===== src/design/assert_macros.svh =====
// ----------------------------------------------------------------------------
// Assertion macros
// Shared concurrent assertion helpers for the UTF-16 to UTF-8 transcoder.
// ----------------------------------------------------------------------------
`ifndef ASSERT_MACROS_SVH
`define ASSERT_MACROS_SVH

// Clocked assertion, disabled while the active-low reset is asserted.
`define ASSERT_CLK(lbl, clk, rst_n, prop, msg) \
    lbl: assert property (@(posedge clk) disable iff (!(rst_n)) (prop)) else $error(msg);

// Same check, with a plain message about an invariant.
`define ASSERT_INV(lbl, clk, rst_n, expr) \
    `ASSERT_CLK(lbl, clk, rst_n, expr, "invariant violated")

`endif


===== src/design/u16u8_pkg.sv =====
// ----------------------------------------------------------------------------
// u16u8_pkg
// Types, constants and byte-encoding helpers for the UTF-16 to UTF-8 core.
// ----------------------------------------------------------------------------
`default_nettype none

package u16u8_pkg;

    localparam int UNIT_W = 16;
    localparam int CP_W   = 21;
    localparam int QUEUE_DEPTH_DEF = 4;

    // Top six bits of a surrogate code unit.
    localparam logic [5:0] HIGH_TAG = 6'b110110;   // 0xD800..0xDBFF
    localparam logic [5:0] LOW_TAG  = 6'b110111;   // 0xDC00..0xDFFF

    localparam logic [CP_W-1:0] SUPP_BASE = 21'h10000;

    // Encoded length minus one.
    typedef enum logic [1:0] {
        LEN_1 = 2'd0,
        LEN_2 = 2'd1,
        LEN_3 = 2'd2,
        LEN_4 = 2'd3
    } u16u8_len_t;

    // One code point queued for serialization.
    typedef struct packed {
        logic [CP_W-1:0] cp;
        logic            run_last;
        logic            str_end;
    } u16u8_entry_t;

    function automatic u16u8_len_t utf8_len(input logic [CP_W-1:0] cp);
        u16u8_len_t l;
        if (cp[20:16] != 5'd0) begin
            l = LEN_4;
        end else if (cp[15:11] != 5'd0) begin
            l = LEN_3;
        end else if (cp[10:7] != 4'd0) begin
            l = LEN_2;
        end else begin
            l = LEN_1;
        end
        return l;
    endfunction

    // Byte idx (0 = lead) of the UTF-8 sequence of cp.
    function automatic logic [7:0] utf8_byte(input logic [CP_W-1:0] cp,
                                             input u16u8_len_t len,
                                             input logic [1:0] idx);
        logic [1:0] grp;
        logic [5:0] bits;
        logic [7:0] b;
        grp = 2'(len) - idx;
        unique case (grp)
            2'd0: bits = cp[5:0];
            2'd1: bits = cp[11:6];
            2'd2: bits = cp[17:12];
            2'd3: bits = {3'd0, cp[20:18]};
        endcase
        if (idx == 2'd0) begin
            unique case (len)
                LEN_1: b = {1'b0, cp[6:0]};
                LEN_2: b = {3'b110, cp[10:6]};
                LEN_3: b = {4'b1110, cp[15:12]};
                LEN_4: b = {5'b11110, cp[20:18]};
            endcase
        end else begin
            b = {2'b10, bits};
        end
        return b;
    endfunction

endpackage

`default_nettype wire


===== src/design/u16u8_front.sv =====
// ----------------------------------------------------------------------------
// u16u8_front
// Accepts code units, pairs surrogates and queues code points for encoding.
// ----------------------------------------------------------------------------
`default_nettype none

module u16u8_front
    import u16u8_pkg::*;
(
    input  wire logic                aclk,
    input  wire logic                aresetn,
    input  wire logic                s_tvalid,
    output logic                     s_tready,
    input  wire logic [UNIT_W-1:0]   code_unit,
    input  wire logic                last_unit,
    input  wire logic                q_full,
    output logic                     q_push,
    output u16u8_entry_t             q_data
);

    logic         pend_valid_reg, pend_valid_next;
    logic [9:0]   pend_high_reg, pend_high_next;
    logic         second_valid_reg, second_valid_next;
    u16u8_entry_t second_reg, second_next;

    logic         accept;
    logic         is_high, is_low;
    logic         hold;
    logic         has_first, has_second;
    u16u8_entry_t first_e, unit_e, flush_e, pair_e;

    assign is_high  = (code_unit[15:10] == HIGH_TAG);
    assign is_low   = (code_unit[15:10] == LOW_TAG);
    assign hold     = is_high && !last_unit;
    assign s_tready = !second_valid_reg && !q_full;
    assign accept   = s_tvalid && s_tready;

    always_comb begin
        unit_e.cp       = {5'd0, code_unit};
        unit_e.run_last = 1'b1;
        unit_e.str_end  = last_unit;

        pair_e.cp       = SUPP_BASE + {1'b0, pend_high_reg, code_unit[9:0]};
        pair_e.run_last = 1'b1;
        pair_e.str_end  = last_unit;

        // held high flushed alone; it closes the run only if nothing follows
        flush_e.cp       = {5'd0, HIGH_TAG, pend_high_reg};
        flush_e.run_last = hold;
        flush_e.str_end  = 1'b0;

        has_first  = 1'b0;
        has_second = 1'b0;
        first_e    = unit_e;
        if (pend_valid_reg && is_low) begin
            has_first = 1'b1;
            first_e   = pair_e;
        end else if (pend_valid_reg) begin
            has_first  = 1'b1;
            first_e    = flush_e;
            has_second = !hold;
        end else begin
            has_first = !hold;
        end
    end

    always_comb begin
        pend_valid_next   = pend_valid_reg;
        pend_high_next    = pend_high_reg;
        second_valid_next = second_valid_reg;
        second_next       = second_reg;
        q_push            = 1'b0;
        q_data            = first_e;
        if (second_valid_reg) begin
            q_data = second_reg;
            if (!q_full) begin
                q_push            = 1'b1;
                second_valid_next = 1'b0;
            end
        end else if (accept) begin
            q_push          = has_first;
            pend_valid_next = hold && !(pend_valid_reg && is_low);
            pend_high_next  = code_unit[9:0];
            if (has_second) begin
                second_valid_next = 1'b1;
                second_next       = unit_e;
            end
        end
    end

    always_ff @(posedge aclk) begin
        if (!aresetn) begin
            pend_valid_reg   <= 1'b0;
            second_valid_reg <= 1'b0;
        end else begin
            pend_valid_reg   <= pend_valid_next;
            second_valid_reg <= second_valid_next;
        end
        pend_high_reg <= pend_high_next;
        second_reg    <= second_next;
    end

endmodule

`default_nettype wire


===== src/design/u16u8_fifo.sv =====
// ----------------------------------------------------------------------------
// u16u8_fifo
// Small register queue of code point entries between front and back.
// ----------------------------------------------------------------------------
`default_nettype none
`include "assert_macros.svh"

module u16u8_fifo
    import u16u8_pkg::*;
#(
    parameter int DEPTH = QUEUE_DEPTH_DEF
) (
    input  wire logic          aclk,
    input  wire logic          aresetn,
    input  wire logic          push,
    input  wire u16u8_entry_t  push_data,
    output logic               full,
    input  wire logic          pop,
    output u16u8_entry_t       pop_data,
    output logic               empty
);

    localparam int PTR_W   = (DEPTH > 1) ? $clog2(DEPTH) : 1;
    localparam int COUNT_W = $clog2(DEPTH + 1);

    u16u8_entry_t        mem_reg [DEPTH];
    logic [PTR_W-1:0]    wr_ptr_reg, wr_ptr_next;
    logic [PTR_W-1:0]    rd_ptr_reg, rd_ptr_next;
    logic [COUNT_W-1:0]  count_reg, count_next;

    assign full     = (count_reg == COUNT_W'(DEPTH));
    assign empty    = (count_reg == '0);
    assign pop_data = mem_reg[rd_ptr_reg];

    always_comb begin
        wr_ptr_next = wr_ptr_reg;
        rd_ptr_next = rd_ptr_reg;
        count_next  = count_reg;
        if (push) begin
            wr_ptr_next = (wr_ptr_reg == PTR_W'(DEPTH - 1)) ? '0 : wr_ptr_reg + 1'b1;
        end
        if (pop) begin
            rd_ptr_next = (rd_ptr_reg == PTR_W'(DEPTH - 1)) ? '0 : rd_ptr_reg + 1'b1;
        end
        if (push && !pop) begin
            count_next = count_reg + 1'b1;
        end else if (pop && !push) begin
            count_next = count_reg - 1'b1;
        end
    end

    always_ff @(posedge aclk) begin
        if (!aresetn) begin
            wr_ptr_reg <= '0;
            rd_ptr_reg <= '0;
            count_reg  <= '0;
        end else begin
            wr_ptr_reg <= wr_ptr_next;
            rd_ptr_reg <= rd_ptr_next;
            count_reg  <= count_next;
        end
        if (push) begin
            mem_reg[wr_ptr_reg] <= push_data;
        end
    end

    `ASSERT_CLK(a_no_overflow, aclk, aresetn, push |-> !full, "push into full queue")
    `ASSERT_CLK(a_no_underflow, aclk, aresetn, pop |-> !empty, "pop from empty queue")
    `ASSERT_INV(a_count_range, aclk, aresetn, count_reg <= COUNT_W'(DEPTH))

endmodule

`default_nettype wire


===== src/design/u16u8_back.sv =====
// ----------------------------------------------------------------------------
// u16u8_back
// Serializes queued code points into UTF-8 bytes, one byte per cycle while the output is ready.
// ----------------------------------------------------------------------------
`default_nettype none
`include "assert_macros.svh"

module u16u8_back
    import u16u8_pkg::*;
(
    input  wire logic          aclk,
    input  wire logic          aresetn,
    input  wire logic          q_empty,
    input  wire u16u8_entry_t  q_data,
    output logic               q_pop,
    output logic               m_tvalid,
    input  wire logic          m_tready,
    output logic [7:0]         m_tdata,
    output logic               m_run_last,
    output logic               m_tlast
);

    logic          cur_valid_reg, cur_valid_next;
    u16u8_entry_t  cur_reg, cur_next;
    u16u8_len_t    cur_len_reg, cur_len_next;
    logic [1:0]    cur_idx_reg, cur_idx_next;
    logic          m_valid_reg, m_valid_next;
    logic [7:0]    m_data_reg, m_data_next;
    logic          m_run_reg, m_run_next;
    logic          m_end_reg, m_end_next;

    logic adv, emit, final_byte;

    assign adv        = !m_valid_reg || m_tready;
    assign emit       = adv && cur_valid_reg;
    assign final_byte = (cur_idx_reg == 2'(cur_len_reg));
    assign q_pop      = !q_empty && (!cur_valid_reg || (emit && final_byte));

    always_comb begin
        cur_valid_next = cur_valid_reg;
        cur_next       = cur_reg;
        cur_len_next   = cur_len_reg;
        cur_idx_next   = cur_idx_reg;
        m_valid_next   = m_valid_reg && !m_tready;
        m_data_next    = m_data_reg;
        m_run_next     = m_run_reg;
        m_end_next     = m_end_reg;
        if (emit) begin
            m_valid_next = 1'b1;
            m_data_next  = utf8_byte(cur_reg.cp, cur_len_reg, cur_idx_reg);
            m_run_next   = cur_reg.run_last && final_byte;
            m_end_next   = cur_reg.str_end && final_byte;
            cur_idx_next = cur_idx_reg + 1'b1;
            if (final_byte) begin
                cur_valid_next = 1'b0;
            end
        end
        if (q_pop) begin
            cur_valid_next = 1'b1;
            cur_next       = q_data;
            cur_len_next   = utf8_len(q_data.cp);
            cur_idx_next   = 2'd0;
        end
    end

    always_ff @(posedge aclk) begin
        if (!aresetn) begin
            cur_valid_reg <= 1'b0;
            m_valid_reg   <= 1'b0;
        end else begin
            cur_valid_reg <= cur_valid_next;
            m_valid_reg   <= m_valid_next;
        end
        cur_reg     <= cur_next;
        cur_len_reg <= cur_len_next;
        cur_idx_reg <= cur_idx_next;
        m_data_reg  <= m_data_next;
        m_run_reg   <= m_run_next;
        m_end_reg   <= m_end_next;
    end

    assign m_tvalid   = m_valid_reg;
    assign m_tdata    = m_data_reg;
    assign m_run_last = m_run_reg;
    assign m_tlast    = m_end_reg;

    `ASSERT_CLK(a_end_closes_run, aclk, aresetn, (m_valid_reg && m_end_reg) |-> m_run_reg,
        "string end without run end")
    `ASSERT_CLK(a_idx_in_seq, aclk, aresetn, cur_valid_reg |-> (cur_idx_reg <= 2'(cur_len_reg)),
        "byte index past sequence length")
    `ASSERT_CLK(a_ascii_len, aclk, aresetn,
        (cur_valid_reg && cur_len_reg == LEN_1) |-> (cur_reg.cp[20:7] == 14'd0),
        "single-byte length on non-ASCII code point")

endmodule

`default_nettype wire


===== src/design/utf16_to_utf8_transcoder_core.sv =====
// ----------------------------------------------------------------------------
// utf16_to_utf8_transcoder_core
// Streaming UTF-16 to UTF-8 transcoder with surrogate pairing.
// ----------------------------------------------------------------------------
// Each input transfer carries one UTF-16 code unit (tdata) and an end-of-string
// flag (tlast). Each output transfer carries one UTF-8 byte; m_tuser[0] marks
// the final byte caused by an input unit and m_tlast the final byte of the
// string. The output runs at one byte per cycle while m_tready is high and
// entries are queued. A BMP unit makes 1 to 3 bytes, a surrogate pair 4
// (spread over two units, the high unit itself makes none), and up to 6 come
// out when a held high surrogate that is not followed by a low one is flushed
// ahead of the next unit. The byte serializer in the back end sets this rate;
// the front end accepts one unit per cycle while the entry queue has room, and
// stalls intake while it queues the second entry of a flush-plus-unit case.
// Lone low surrogates, unpaired highs and a high that ends a string are encoded
// as three-byte sequences of their own value. No clearing pass after reset.
// ----------------------------------------------------------------------------
`default_nettype none

module utf16_to_utf8_transcoder_core
    import u16u8_pkg::*;
#(
    parameter int QUEUE_DEPTH = QUEUE_DEPTH_DEF   // code point entries in flight
) (
    input  wire logic        aclk,
    input  wire logic        aresetn,

    // input units
    input  wire logic        s_tvalid,
    output logic             s_tready,
    input  wire logic [15:0] s_tdata,    // [15:0] code_unit
    input  wire logic        s_tlast,    // last_unit

    // output bytes
    output logic             m_tvalid,
    input  wire logic        m_tready,
    output logic [7:0]       m_tdata,    // [7:0] out_byte
    output logic [0:0]       m_tuser,    // [0] run_last
    output logic             m_tlast     // string_end
);

    logic          q_push, q_pop, q_full, q_empty;
    u16u8_entry_t  q_wdata, q_rdata;
    logic          run_last;

    // Front: surrogate pairing and pending-high state, one entry per code point.
    u16u8_front u_front (
        .aclk      (aclk),
        .aresetn   (aresetn),
        .s_tvalid  (s_tvalid),
        .s_tready  (s_tready),
        .code_unit (s_tdata),
        .last_unit (s_tlast),
        .q_full    (q_full),
        .q_push    (q_push),
        .q_data    (q_wdata)
    );

    // Queue decouples unit intake from byte output.
    u16u8_fifo #(
        .DEPTH (QUEUE_DEPTH)
    ) u_fifo (
        .aclk      (aclk),
        .aresetn   (aresetn),
        .push      (q_push),
        .push_data (q_wdata),
        .full      (q_full),
        .pop       (q_pop),
        .pop_data  (q_rdata),
        .empty     (q_empty)
    );

    // Back: one byte per cycle into the output register while m_tready allows.
    u16u8_back u_back (
        .aclk       (aclk),
        .aresetn    (aresetn),
        .q_empty    (q_empty),
        .q_data     (q_rdata),
        .q_pop      (q_pop),
        .m_tvalid   (m_tvalid),
        .m_tready   (m_tready),
        .m_tdata    (m_tdata),
        .m_run_last (run_last),
        .m_tlast    (m_tlast)
    );

    assign m_tuser[0] = run_last;

endmodule

`default_nettype wire

===== config.mk =====
export PLATFORM = sky130hd
export DESIGN_NAME = utf16_to_utf8_transcoder_core
export DESIGN_NICKNAME = d
export VERILOG_FILES = /design/src/design/u16u8_pkg.sv /design/src/design/u16u8_front.sv /design/src/design/u16u8_fifo.sv /design/src/design/u16u8_back.sv /design/src/design/utf16_to_utf8_transcoder_core.sv
export VERILOG_INCLUDE_DIRS = /design/src /design/src/design
export SDC_FILE = /design/constraint.sdc
export NUM_CORES = 1
export LEC_CHECK = 0
export ABC_CLOCK_PERIOD_IN_PS = 4500
export BUFFER_PORTS_ARGS = -buffer_cell sky130_fd_sc_hd__buf_2
export CAP_MARGIN = 0
export CORE_ASPECT_RATIO = 0.9
export CORE_MARGIN = 5
export CORE_UTILIZATION = 32
export CTS_BUF_LIST = sky130_fd_sc_hd__clkbuf_8
export DETAILED_ROUTE_END_ITERATION = 8
export GPL_TIMING_DRIVEN = 0
export MAX_ROUTING_LAYER = met4
export SLEW_MARGIN = 20
export SYNTH_ARGS = -nofsm -noshare
export SYNTH_HDL_FRONTEND = slang
export SYNTH_SLANG_ARGS = --single-unit

===== constraint.sdc =====
create_clock -name aclk -period 4.5 [get_ports aclk]
set_input_delay 0 -clock aclk [delete_from_list [all_inputs] [get_ports aclk]]
set_output_delay 0 -clock aclk [all_outputs]
set_load 0.02 [all_outputs]

Word level (Yosys, flattened, before mapping)
Memory sizes are Yosys's and may differ from the RTL's. A register that Yosys moved wholly into a read port is not among the register bits. Cells that the tools add are included.

Add/subtract/negate cells: 7. Equal/unequal tests: 12. Multiplexer cells: 31. Bitwise gates (word level): 1. Reductions and logical operators: 40.

Operator list (count): $mux W23 (2); $pmux W8 S4 (1); $pmux W6 S4 (1); $add A17 B20 Y21 const A (1); $mux W1 (19); $mux W18 (1); $logic_and A1 B1 Y1 (13); $eq A2 B2 Y1 const B (6); $eq A6 B6 Y1 const B (2); $logic_not A1 Y1 (11); $reduce_bool A5 Y1 (2); $mux W2 (4); $add A2 B1 Y2 const B (3); $logic_not A2 Y1 (3); $mux W3 (2); $mux W6 (1); $reduce_bool A2 Y1 (3); $eq A2 B1 Y1 const B (2); $reduce_and A2 Y1 (2); $reduce_bool A4 Y1 (1); $add A3 B1 Y3 const B (1); $eq A3 B3 Y1 const B (1); $logic_not A3 Y1 (1); $reduce_and A3 Y1 (1); other kinds (6) (7).

Input port bits: 21. Bits in writable memories: 92. Register bits after elaboration: 75. Memories: 1. Output and inout bits: 12. Logic and storage cells: 112.

Memories: u_fifo.mem_reg (depth 4, bits a word 23, read ports 1, clocked after Yosys merged registers in 1, wr ports 1, RTL line u16u8_fifo.sv:26) `u16u8_entry_t mem_reg [DEPTH];`.

Longest topological paths before layout
Depth after elaboration: 11. Mapped depth: 13. Gate-level depth less buffers: 11.

By module
Synthesis repeated with hierarchy kept, for this count alone.

Cells, all modules: 440. Area, all modules: 7195.7 um^2.

By module, submodules not included: u16u8_fifo (times used 1, sequential area each 2942.8 um^2, cells each 164, area an instance 3811.2 um^2); u16u8_back (times used 1, sequential area each 1131.1 um^2, cells each 134, area an instance 1809.2 um^2); u16u8_front (times used 1, sequential area each 850.8 um^2, cells each 142, area an instance 1575.3 um^2).

Worst setup path after synthesis
No wires, ideal clock.

Path type: reg2reg. Start point: register u_back.cur_len_reg[0]. End point: register u_fifo.count_reg[2]. Library setup time: 0.071 ns. Buffers on the path: 2. Required time: 4.429 ns. Arrival time: 3.852 ns. Cell stages (with the launch flop): 14. Period minus slack after synthesis: 3.922 ns. Slack: 0.578 ns. Path through: edfxtp_1 clkbuf_1 inv_1 ha_1 clkbuf_1 a31oi_1 nor2_1 inv_1 ha_1 inv_1 fa_1 xor2_1 or3_1 a21oi_1.

Longest elaborated chain between the ends: 7. Elaborated cells between the ends (all ways): 9. Those cells by class: 1 x eq/ne; 1 x mux; 7 x reduce/logical.

Ends and longest elaborated chain: start, declared (RTL line u16u8_back.sv:25) `u16u8_len_t cur_len_reg, cur_len_next;`; start signal, assigned (RTL line u16u8_back.sv:75) `cur_len_reg <= cur_len_next;`; $eq A2 B2 Y1 * (RTL line u16u8_back.sv:36) `assign final_byte = (cur_idx_reg == 2'(cur_len_reg));`; $logic_and A1 B1 Y1 * (RTL line u16u8_back.sv:37) `assign q_pop = !q_empty && (!cur_valid_reg || (emit && final_byte));`; $logic_or A1 B1 Y1 * (RTL line u16u8_back.sv:37); $logic_and A1 B1 Y1 * (RTL line u16u8_back.sv:37); named net q_pop (RTL line utf16_to_utf8_transcoder_core.sv:42) `logic q_push, q_pop, q_full, q_empty;`; $logic_not A1 Y1 (RTL line u16u8_fifo.sv:45) `if (push && !pop) begin`; $logic_and A1 B1 Y1 (RTL line u16u8_fifo.sv:45); $mux W3 or $reduce_bool A2 Y1 (tied branches); end signal, assigned (RTL line u16u8_fifo.sv:60) `count_reg <= count_next;`; end, declared (RTL line u16u8_fifo.sv:29) `logic [COUNT_W-1:0] count_reg, count_next;`.

The timed path passes the listed nets; every way through them passes the cells marked *. A chain may end at the register's enable or synchronous reset.

Worst setup path after layout
Ends and elaborated chain as after synthesis.

==> qor.yml <==
final_layout:
  regArea_um2: 4925
  final_common_cell: "edfxtp_1"
  nNetsFinal: 490
  largest_reg_flops: 92
  final_cell_mix: "edfxtp_1 (154), buf_2 (35), mux4_2 (24)"
  fin_cells: 758
  num_antenna_cells: 0
  syn_to_final_growth_pct: 17.61
  final_util_pct: 38.43
  nFillCells: 1920
  drive_above_1_share_pct: 23.52
  multi_input_area_um2: 1808
die:
  die_w_um: 164.2
  start_util_pct: 32.67
  dieArea_um2: 24430
  fp.dieH_um: 148.8
  io_pins: 33
  rows: 50
  core_um2: 20960
sta:
  grt_setup_unrepaired: "no"
  clock.fmax_mhz: 248.7
  drv_slew: 0
  post-route-period-util_pct: 89.36
  relSlewSlack_pct: 31.42
  fin_skew_ns: 0.01745
  setup_ws_ns: 0.4790
  finalSetupViolCount: 0
  min_period_ns: 4.021
  final_hold_viol_count: 0
  worstMarginPinSlew_ns: 1.021
global_route:
  grt_overflow: 0
  grt_pass1_vias: 3729
  antenna_found_initial: 0
  groute.usage.overall_pct: 11.81
  grt_pass1_wl_um: 21020
  grt_max_degree: 29
critical_path:
  cp_slowest_cell: "nor2_4"
  criticalPathCategory: "reg2reg"
  cp_top_family: "buffers and inverters"
  slowest_delay_ns: 0.67
  cp-end-kind: "register"
  crit_path_start_kind: "register"
  cp.required_ns: 4.87
  arrival_ns: 4.39
  path_cells: "clkbuf_1, inv_1, ha_1, clkbuf_1, a31oi_1, nor2_4, inv_1, ha_1, inv_1, fa_1, xor2_1, or3_1, a21oi_1"
  cp_common_cell: "inv_1"
  path_max_fanout: 28
  crit_buf_inv: 5
detailed_routing:
  wl_per_cell_um: 17.70
  vias: 3607
  routed_wl_um: 13420
  drcViolationCount: 0
  drt_iter0_markers: 207
  dr.pass1.iters: 4
  routed_via_density: 4.759
  antenna_left: 0
min_path:
  hp-class: "in2reg"
synth:
  synthDistinctLibCells: 49
  yosys_most_used_dff: "edfxtp_1"
  syn-num-nets: 419
  syn_area_um2: 6848
  async_flop_share_pct: 0
  synth_seq_area_share_pct: 71.92
  synthCells: 388
  synth_edf_count: 154
  yosys_warnings: 0
  ys_seq_elements: 169
  syn_avg_cell_area_um2: 17.65
placement:
  port_buffers: 32
  hpwlAfterDp_um: 9052
  pre_cts_slack_ns: 0.4466
  routabilityCongestion: 0.7980
  post-place-cells: 707
pwr:
  p_per_area_nw_per_um2: 576.5
  peakVddDrop_v: 0.0002565
  p_leak_nw: 2.684
clock_tree:
  ctsRootBufferMaster: "clkbuf_8"
  cts_made_buffers: 17
  clk-insertion-delay-late_ns: 0.44
  cts.sinks: 169
  cts_max_path_buffers: 2
  post-cts-setup-buffer-count: 0
  cts_tree: "built"
  cts_max_level: 4
  path_clk_slew_ns: 0.10
outcome:
  status: "completed"
job:
  max-cap-violations: 0
metal layers:
| layer | wire length [um] | track usage, % | part of all wire (%) | vias up |
|---|---|---|---|---|
| met1 | 6547 | 16.18 | 49 | 1864 |
| met4 | 37 | 2.767 | 0.28 | 0 |
| met3 | 437 | 2.736 | 3.3 | 2 |
| li1 | - | - | - | 1676 |
| met2 | 6396 | 18.05 | 48 | 65 |
| met5 | 0 | - | 0 | - |
where the power goes:
part / total (mW) / internal (mW) / switching, mW
sequential: 2.20 / 2.07 / 0.122
combinational: 1.18 / 0.539 / 0.645
clock: 1.26 / 0.677 / 0.585
total: 4.64 / 3.29 / 1.35
Yosys cell counts, drive strengths merged, types with 2 or more instances:
cell type  count  area (um^2)
a21oi         13        65.06
a221oi         2        17.52
a31oi          4        25.02
and2           5        31.28
and3           4        25.02
buf            5        46.29
clkbuf        10        37.54
dfxtp         15        300.3
edfxtp       154         4624
ha             9        112.6
inv           13        48.80
mux2           5        56.30
mux2i         13        130.1
mux4          29        671.9
nand2         18        67.56
nand2b         8        50.05
nand3          6        30.03
nand3b         2        15.01
nor2          19        78.82
nor2b          2        12.51
nor3b          2        15.01
o21ai         20        100.1
o221a          4        45.04
or4            4        33.78
xnor2          3        26.28
xor2           3        26.28
tightest hold or removal path, delay by kind of cell:
kind / cells / cell delay, ns
buffers and inverters: 1 / 0.09
AO/OA/AOI/OAI: 3 / 0.36
final cells by class:
class	count	share of cell area, %
Sequential cell	169	61.15
Clock inverter	15	2.921
Inverter	13	0.6059
Clock buffer	17	2.905
Tap cell	286	4.443
Timing Repair Buffer	52	4.490
Buffer	15	1.041
Multi-Input combinational cell	191	22.45
final timing paths:
| kind | startpoint | endpoint | slack (ns) | cells past startpoint |
|---|---|---|---|---|
| worst max-delay path | u_back.cur_len_reg[0] | u_fifo.count_reg[2] | 0.48 | 13 |
| worst min-delay path | s_tvalid | u_fifo.wr_ptr_reg[1] | 0.06 | 4 |
| worst max register to register | u_back.cur_len_reg[0] | u_fifo.count_reg[2] | 0.48 | 13 |
| worst min register to register | u_back.cur_valid_reg | u_back.cur_idx_reg[1] | 0.50 | 2 |
through the flow:
step | power [mW] | hold WS, ns | instance area [um^2] | TNS [ns]
after CTS | 4.691 | 0.03544 | 8054 | 0
after floorplan | 3.062 | 0.09887 | 6848 | 0
after detailed placement | 3.423 | 0.2084 | 7395 | 0
after global placement | 3.375 | 0.2057 | 7366 | -1.160
after global routing | 4.880 | 0.04307 | 8054 | 0
final | 4.643 | 0.05567 | 8054 | 0
timing repair:
action | 4_1_cts | 5_1_grt
hold buffers | 19 | 0
hold endpoints to repair | 29 | 0
gates resized for setup | 0 | 0
logic make-up after synthesis:
logic type,Yosys count,share of synthesized area (%)
flip-flops,169,71.92
AND/OR/NAND/NOR,77,5.993
AO/OA/AOI/OAI,50,4.586
multiplexers,47,12.53
buffers and inverters,28,1.937
adder cells (fa/ha/maj),10,1.937
XOR/XNOR,7,1.096
(Power assumes the default switching activity.)
